--- src/hw/rtl/fwrl_pkg.sv ---
`timescale 1ns / 1ps

package fwrl_pkg;

  // Defaults for the top-level parameters
  localparam int TABLE_ENTRIES_DEF    = 64;
  localparam int CLEANUP_INTERVAL_DEF = 300;

  // Field widths
  localparam int KEY_W   = 32;
  localparam int TIME_W  = 32;
  localparam int COUNT_W = 16;
  localparam int CFG_W   = 16;
  localparam int CFG_INDEX_W = 4;

  // Item modes
  localparam logic [1:0] MODE_REQUEST = 2'd0;
  localparam logic [1:0] MODE_FORGET  = 2'd1;
  localparam logic [1:0] MODE_CLEAR   = 2'd2;
  localparam logic [1:0] MODE_QUERY   = 2'd3;

  // Result status codes
  localparam logic [1:0] STATUS_OK   = 2'd0;
  localparam logic [1:0] STATUS_OVER = 2'd1;
  localparam logic [1:0] STATUS_FULL = 2'd2;

  // Register indexes
  localparam logic [CFG_INDEX_W-1:0] CFG_MAX_REQUESTS   = 4'd0;
  localparam logic [CFG_INDEX_W-1:0] CFG_WINDOW_SECONDS = 4'd1;

  // Register reset values
  localparam logic [CFG_W-1:0] MAX_REQUESTS_RST   = 16'd100;
  localparam logic [CFG_W-1:0] WINDOW_SECONDS_RST = 16'd60;

  // One table entry as stored in the RAM
  typedef struct packed {
    logic               valid;
    logic [KEY_W-1:0]   key;
    logic [COUNT_W-1:0] count;
    logic [TIME_W-1:0]  wstart;
  } entry_t;

  typedef enum logic [2:0] {
    ST_INIT,
    ST_IDLE,
    ST_SCAN,
    ST_DRAIN,
    ST_UPDATE,
    ST_CLEAR,
    ST_DONE
  } state_t;

  // Controller -> datapath
  typedef struct packed {
    logic start;     // latch the item, rewind the address counter
    logic issue;     // issue one table read
    logic clear_wr;  // write an empty entry at the address counter
    logic update;    // apply the item to the table, form the result
    logic load_out;  // move the result into the output register
  } cmd_t;

  // Datapath -> controller
  typedef struct packed {
    logic addr_last; // address counter sits on the last entry
    logic out_free;  // output register can take a result this cycle
  } sts_t;

endpackage

--- src/hw/rtl/fwrl_ctrl.sv ---
`timescale 1ns / 1ps

module fwrl_ctrl (
  input  logic          clk,
  input  logic          rst,
  input  logic          in_valid,
  input  logic [1:0]    mode,
  output logic          in_stall,
  output fwrl_pkg::cmd_t cmd,
  input  fwrl_pkg::sts_t sts
);

  fwrl_pkg::state_t state, state_next;

  always_ff @(posedge clk) begin
    if (rst) begin
      state <= fwrl_pkg::ST_INIT;
    end else begin
      state <= state_next;
    end
  end

  always_comb begin
    state_next = state;
    case (state)
      fwrl_pkg::ST_INIT: begin
        if (sts.addr_last) state_next = fwrl_pkg::ST_IDLE;
      end
      fwrl_pkg::ST_IDLE: begin
        if (in_valid) begin
          if (mode == fwrl_pkg::MODE_CLEAR) state_next = fwrl_pkg::ST_CLEAR;
          else                              state_next = fwrl_pkg::ST_SCAN;
        end
      end
      fwrl_pkg::ST_SCAN: begin
        if (sts.addr_last) state_next = fwrl_pkg::ST_DRAIN;
      end
      fwrl_pkg::ST_DRAIN:  state_next = fwrl_pkg::ST_UPDATE;
      fwrl_pkg::ST_UPDATE: state_next = fwrl_pkg::ST_DONE;
      fwrl_pkg::ST_CLEAR: begin
        if (sts.addr_last) state_next = fwrl_pkg::ST_DONE;
      end
      fwrl_pkg::ST_DONE: begin
        if (sts.out_free) state_next = fwrl_pkg::ST_IDLE;
      end
      default: state_next = fwrl_pkg::ST_INIT;
    endcase
  end

  always_comb begin
    in_stall     = (state != fwrl_pkg::ST_IDLE);
    cmd.start    = (state == fwrl_pkg::ST_IDLE) && in_valid;
    cmd.issue    = (state == fwrl_pkg::ST_SCAN);
    cmd.clear_wr = (state == fwrl_pkg::ST_INIT) || (state == fwrl_pkg::ST_CLEAR);
    cmd.update   = (state == fwrl_pkg::ST_UPDATE);
    cmd.load_out = (state == fwrl_pkg::ST_DONE) && sts.out_free;
  end

endmodule

--- config.mk ---
export PLATFORM = sky130hd
export DESIGN_NAME = fwrl_ctrl
export DESIGN_NICKNAME = d
export VERILOG_FILES = /design/src/hw/rtl/fwrl_pkg.sv /design/src/hw/rtl/fwrl_ctrl.sv
export SDC_FILE = /design/constraint.sdc
export NUM_CORES = 1
export LEC_CHECK = 0
export BUFFER_PORTS_ARGS = -buffer_cell sky130_fd_sc_hd__buf_4
export CAP_MARGIN = 10
export CORE_AREA = 2 2 39 41
export CTS_CLUSTER_DIAMETER = 30
export CTS_CLUSTER_SIZE = 16
export DETAILED_ROUTE_END_ITERATION = 6
export DIE_AREA = 0 0 41 43
export SLEW_MARGIN = 20
export SYNTH_ARGS = -nofsm -noshare
export SYNTH_HDL_FRONTEND = slang
export SYNTH_SLANG_ARGS = --single-unit
--- constraint.sdc ---
create_clock -name clk -period 2.15 [get_ports clk]
set_clock_uncertainty 0.15 [all_clocks]
set_input_delay 0.43 -clock clk [delete_from_list [all_inputs] [get_ports clk]]
set_output_delay 0.43 -clock clk [all_outputs]
set_load 0.05 [all_outputs]
==> results of run 1 <==
-- synth_stat cells --
master / count / area [µm²]
o311ai_2: 1 / 16.3
o2111ai_2: 1 / 15.0
nand3_1: 1 / 5.00
or3b_1: 1 / 8.76
a21oi_1: 3 / 15.0
nor2_1: 7 / 26.3
xor2_1: 1 / 8.76
o21ai_0: 2 / 10.0
nand2_1: 4 / 15.0
buf_2: 1 / 5.00
o41ai_2: 1 / 16.3
inv_1: 3 / 11.3
nand2b_1: 3 / 18.8
dfxtp_1: 3 / 60.1
buf_6: 1 / 11.3
or3_1: 1 / 6.26
o22ai_1: 1 / 6.26
a31oi_1: 1 / 6.26
-- worst paths after layout --
| kind | slack [ns] | cells after the start | to | start |
|---|---|---|---|---|
| setup / recovery | 0.30 | 4 | cmd[4] | state[2] |
| hold / removal | 0.24 | 2 | state[2] | rst |
| setup reg to reg | 0.70 | 3 | state[0] | state[2] |
| hold reg to reg | 0.45 | 1 | state[1] | state[1] |
-- worst register-to-register path, stage by stage (launching register included) --
cell      delay, ns
dfxtp_1        0.52
inv_1          0.14
o311ai_2       0.36
o22ai_1        0.14
-- cell type report --
cell class / instances / area, µm² / share of cell area, %
repair buffers: 12 / 90.1 / 23.5
flip-flops and latches: 3 / 60.1 / 15.6
inverters: 3 / 11.3 / 2.93
clock buffers: 4 / 26.3 / 6.84
well taps: 16 / 20.0 / 5.21
multi-input cells: 28 / 176 / 45.9
-- stage by stage --
step	worst slack (ns)	instance area [µm²]
2_1_floorplan	0.0139	264
3_3_place_gp	0.538	358
3_5_place_dp	0.535	358
4_1_cts	0.287	384
5_1_grt	0.185	384
6_report	0.295	384
-- power by group --
group          internal [W]  leakage, nW  switching, W
registers         0.0000781       0.0247     0.0000507
logic              0.000127        0.127      0.000251
clock network     0.0000697       0.0150     0.0000315
-- placed cells by master (no fill, tap or decap), drive strengths merged --
master and instances:
o41ai 1, buf 12, nand3 1, or3b 1
dfxtp 3, inv 3, nand2b 3, or3 1
o311ai 1, clkbuf 4, xor2 1, o22ai 1
a21oi 3, a31oi 1, nand2 4, nor2 7
o2111ai 1, o21ai 2
-- cells by family (layout without fill, tap and decap cells) --
kind of cell,Yosys count,in the layout
AND/OR/NAND/NOR,17,17
AO/OA/AOI/OAI,10,10
buffers and inverters,5,19
flip-flops,3,3
XOR/XNOR,1,1
-- per-layer routing --
| metal | vias to the layer above | track usage [%] | share of wire, % |
|---|---|---|---|
| met3 | 2 | 1.57 | 7.7 |
| li1 | 152 | - | - |
| met1 | 130 | 10.9 | 46 |
| met5 | - | 0 | 0 |
| met2 | 13 | 10.9 | 44 |
| met4 | 0 | 8.00 | 2.9 |
==> impl_metrics.tcl, run 1 <==
set metrics [dict create \
    post_cts_resized 0 \
    finalPower_w 0.000608 \
    ys_seq_area_share_pct 23.0 \
    path_class "reg -> out" \
    wl_per_cell_um 8.91 \
    core_area_um2 1380 \
    hpwl_um 473 \
    syn_area_per_cell_um2 7.26 \
    fin_nets 58 \
    post-route-util_pct 27.8 \
    grt_max_degree 12 \
    htreeDepth 1 \
    final_cell_count_no_fill 66 \
    finalMaxSlewViolations 0 \
    peakVddDrop_mv 0.881 \
    vias_per_cell 4.50 \
    synth-simple-area-share_pct 30.6 \
    clockBufferDepth 2 \
    vias 297 \
    ys_ff_latch 3 \
    synth-warning-count 0 \
    top_register "state" \
    tns_ns 0 \
    critPathMaxStageDelay_ns 0.52 \
    start_util_pct 18.9 \
    drive_gt1_share_pct 38.0 \
    cp_slowest_cell "dfxtp_1" \
    maxSlewHeadroom_pct 76.2 \
    cts_buffers 3 \
    die_h_um 43 \
    synth.distinct_cells 18 \
    hold_class "in -> reg" \
    post-route-period-util_pct 86.3 \
    maxCapViolCount 0 \
    clockRootBuffer "clkbuf_4" \
    grt_overflow 0 \
    wl_um 588 \
    start_kind "flip-flop" \
    cts_setup_buffers 0 \
    hold_viol_final 0 \
    end_kind "output pin" \
    synthXorXnorAreaFrac_pct 3.35 \
    fmax_mhz 539 \
    top_regs "state x3" \
    dp_cells 62 \
    critPathBufInv 2 \
    gp_congestion 0.816 \
    holdWs_ns 0.237 \
    synth_fa_ha_area_share_pct 0 \
    n_antenna_cell 0 \
    setup_viol 0 \
    cpLargestDelayFamily "flip-flops" \
    tritoncts "built" \
    grt_pass1_vias 260 \
    cts_hold_buf 0 \
    cp_data_required_time_ns 1.57 \
    path_max_fanout 11 \
    fp-row-count 14 \
    grt_pass1_wl_um 972 \
    tightest_slew_ns 0.357 \
    synth_top_family_by_area "compound AO/OA/AOI/OAI gates" \
    syn_inst 36 \
    numPortBuffers 12 \
    clkLatencyLatePin_ns 0.24 \
    rsz0062_at_grt "no" \
    fp.dieArea_um2 1760 \
    pin_count 13 \
    grt_usage_pct 8.42 \
    fillers 155 \
    synthMuxAreaShare_pct 0 \
    status "finished clean" \
    drc 0 \
    netlist_area_um2 262 \
    min_period_ns 1.85 \
    antenna_found_initial 0 \
    cts.sinks 3 \
    power.leakage_nw 0.167 \
    die_w_um 41 \
    powerDensity_nw_per_um2 1580 \
    dr.first_iter.drc_count 10 \
    drtPass1Iterations 4 \
    critical_path_arrival_ns 1.27 \
    synthToLayoutAreaGrowth_pct 46.9 \
    clk_pin_slew_ns 0.04 \
    antenna_left 0 \
    path_cells "inv_1 -> nand3_1 -> nor2_2 -> buf_4" \
    syn_nets 43 \
    synth_compound_area_share_pct 32.5 \
    largest_register_ffs 3 \
]
No activity file was read; power rests on OpenSTA's default activity.
==> run 2, diff against run 1 <==
--- a/config.mk
+++ b/config.mk
@@ -5,14 +5,15 @@
 export SDC_FILE = /design/constraint.sdc
 export NUM_CORES = 1
 export LEC_CHECK = 0
-export BUFFER_PORTS_ARGS = -buffer_cell sky130_fd_sc_hd__buf_4
 export CAP_MARGIN = 10
 export CORE_AREA = 2 2 39 41
 export CTS_CLUSTER_DIAMETER = 30
 export CTS_CLUSTER_SIZE = 16
 export DETAILED_ROUTE_END_ITERATION = 6
 export DIE_AREA = 0 0 41 43
+export DONT_BUFFER_PORTS = 1
 export SLEW_MARGIN = 20
 export SYNTH_ARGS = -nofsm -noshare
 export SYNTH_HDL_FRONTEND = slang
 export SYNTH_SLANG_ARGS = --single-unit
+export TNS_END_PERCENT = 1
==> constraint.sdc (replaced) <==
create_clock -name clk -period 2.15 [get_ports clk]
set_clock_uncertainty 0.15 [all_clocks]
set_input_delay 0.43 -clock clk [delete_from_list [all_inputs] [get_ports clk]]
set_output_delay 0.43 -clock clk [all_outputs]
set_load 0.1 [all_outputs]
==> run 2 against run 1 <==
Die area is the same. First-iteration DRC count shrank 80%. Final area shrank 3.3%. Routed wire length grew 6.5%. Critical path type unchanged. Setup slack lost 0.12 ns. Sequential share of layout area grew 0.53 points. Via count shrank 11%. Global-route usage grew 1.7 points. Register-to-register slack lost 0.05 ns. Hold slack lost 0.13 ns. Maximum frequency shrank 6.2%.
==> impl_metrics.tcl, run 2 (synthesis gave the netlist of run 1 again) <==
set metrics [dict create \
    status "finished clean" \
    critical_path_arrival_ns 1.40 \
    grt_overflow 0 \
    core_area_um2 1380 \
    antenna_left 0 \
    end_kind "output pin" \
    tritoncts "built" \
    setup_viol 0 \
    cts_hold_buf 0 \
    clk_pin_slew_ns 0.04 \
    fillers 161 \
    clockRootBuffer "clkbuf_4" \
    cp_data_required_time_ns 1.57 \
    placed_area_um2 345 \
    drtPass1Iterations 2 \
    wl_um 626 \
    reg2regPathDepth 3 \
    maxSlewHeadroom_pct 73.9 \
    vias 263 \
    rsz0062_at_grt "no" \
    fp-row-count 14 \
    cts_setup_buffers 0 \
    die_w_um 41 \
    clockBufferDepth 2 \
    grt_pass1_vias 253 \
    vias_per_cell 4.38 \
    antenna_found_initial 0 \
    path_class "reg -> out" \
    tightest_slew_ns 0.391 \
    fin_nets 52 \
    synthToLayoutAreaGrowth_pct 42.1 \
    finalMaxSlewViolations 0 \
    die_h_um 43 \
    hpwl_um 453 \
    hold_end "state[2]" \
    top_register "state" \
    hp-start "rst" \
    start_util_pct 18.9 \
    grt_max_degree 12 \
    start_kind "flip-flop" \
    n_antenna_cell 0 \
    whs_path_depth 1 \
    drive_gt1_share_pct 40.9 \
    final_common_cell "buf_4" \
    fmax_mhz 506 \
    fp.dieArea_um2 1760 \
    post-route-period-util_pct 92.0 \
    numPortBuffers 0 \
    wl_per_cell_um 10.4 \
    hold_class "in -> reg" \
    pin_count 13 \
    regToRegSetupSlack_ns 0.65 \
    gp_congestion 0.769 \
    cts.sinks 3 \
    final_cell_mix "5 x buf_4, 4 x nor2_2, 4 x nand2_1" \
    drc 0 \
    min_period_ns 1.98 \
    dr.first_iter.drc_count 2 \
    grt_pass1_wl_um 1110 \
    cts_buffers 3 \
    hold_viol_final 0 \
    clkLatencyLatePin_ns 0.24 \
    r2r-start "state[2]" \
    htreeDepth 1 \
    r2r_end "state[0]" \
    largest_register_ffs 3 \
    grt_usage_pct 10.1 \
    top_regs "state x3" \
    maxCapViolCount 0 \
    path_max_fanout 11 \
    post_cts_resized 0 \
    fin_area_um2 372 \
]
run 2: metrics by stage:
step	setup WS, ns	TNS [ns]	hold slack, ns	cells	util [%]
floorplan	-0.340	-1.38	0.349	36	-
global placement	0.422	0	0.353	56	25.0
detailed placement	0.425	0	0.352	56	25.0
CTS	0.164	0	0.0970	60	26.9
global route	0.0715	0	0.107	60	26.9
finish	0.173	0	0.105	60	26.9
run 2: worst max-delay path by stage:
| stage | from | end | slack (ns) |
|---|---|---|---|
| after detailed placement | state[2] | in_stall | 0.43 |
| after CTS | state[2] | in_stall | 0.16 |
| after global placement | state[2] | in_stall | 0.42 |
| after global routing | state[2] | in_stall | 0.07 |
| final | state[2] | in_stall | 0.17 |
| after floorplan | state[0] | cmd[0] | -0.34 |
run 2: cell type report:
class | instances | area [µm²] | share of cell area, %
Timing Repair Buffer | 6 | 57.6 | 15.5
Inverter | 3 | 11.3 | 3.03
Multi-Input combinational cell | 28 | 196 | 52.9
Clock buffer | 4 | 26.3 | 7.07
Sequential cell | 3 | 60.1 | 16.2
Tap cell | 16 | 20.0 | 5.39
run 2: routing by layer:
layer  routed length, µm  GRT usage (%)  vias up
met3                  76           5.24        0
met1                 287           13.1      113
met4                   0           12.0        0
met2                 262           10.0       11
met5                   0              0        -
li1                    -              -      139
run 2: critical path, stage by stage, from the launching register on:
cell     delay, ns
dfxtp_1       0.55
inv_1         0.17
nand3_2       0.14
buf_4         0.30
Power of run 2 is not shown: default switching activity piles up to over one toggle a cycle in this logic, so the estimate is an artifact.
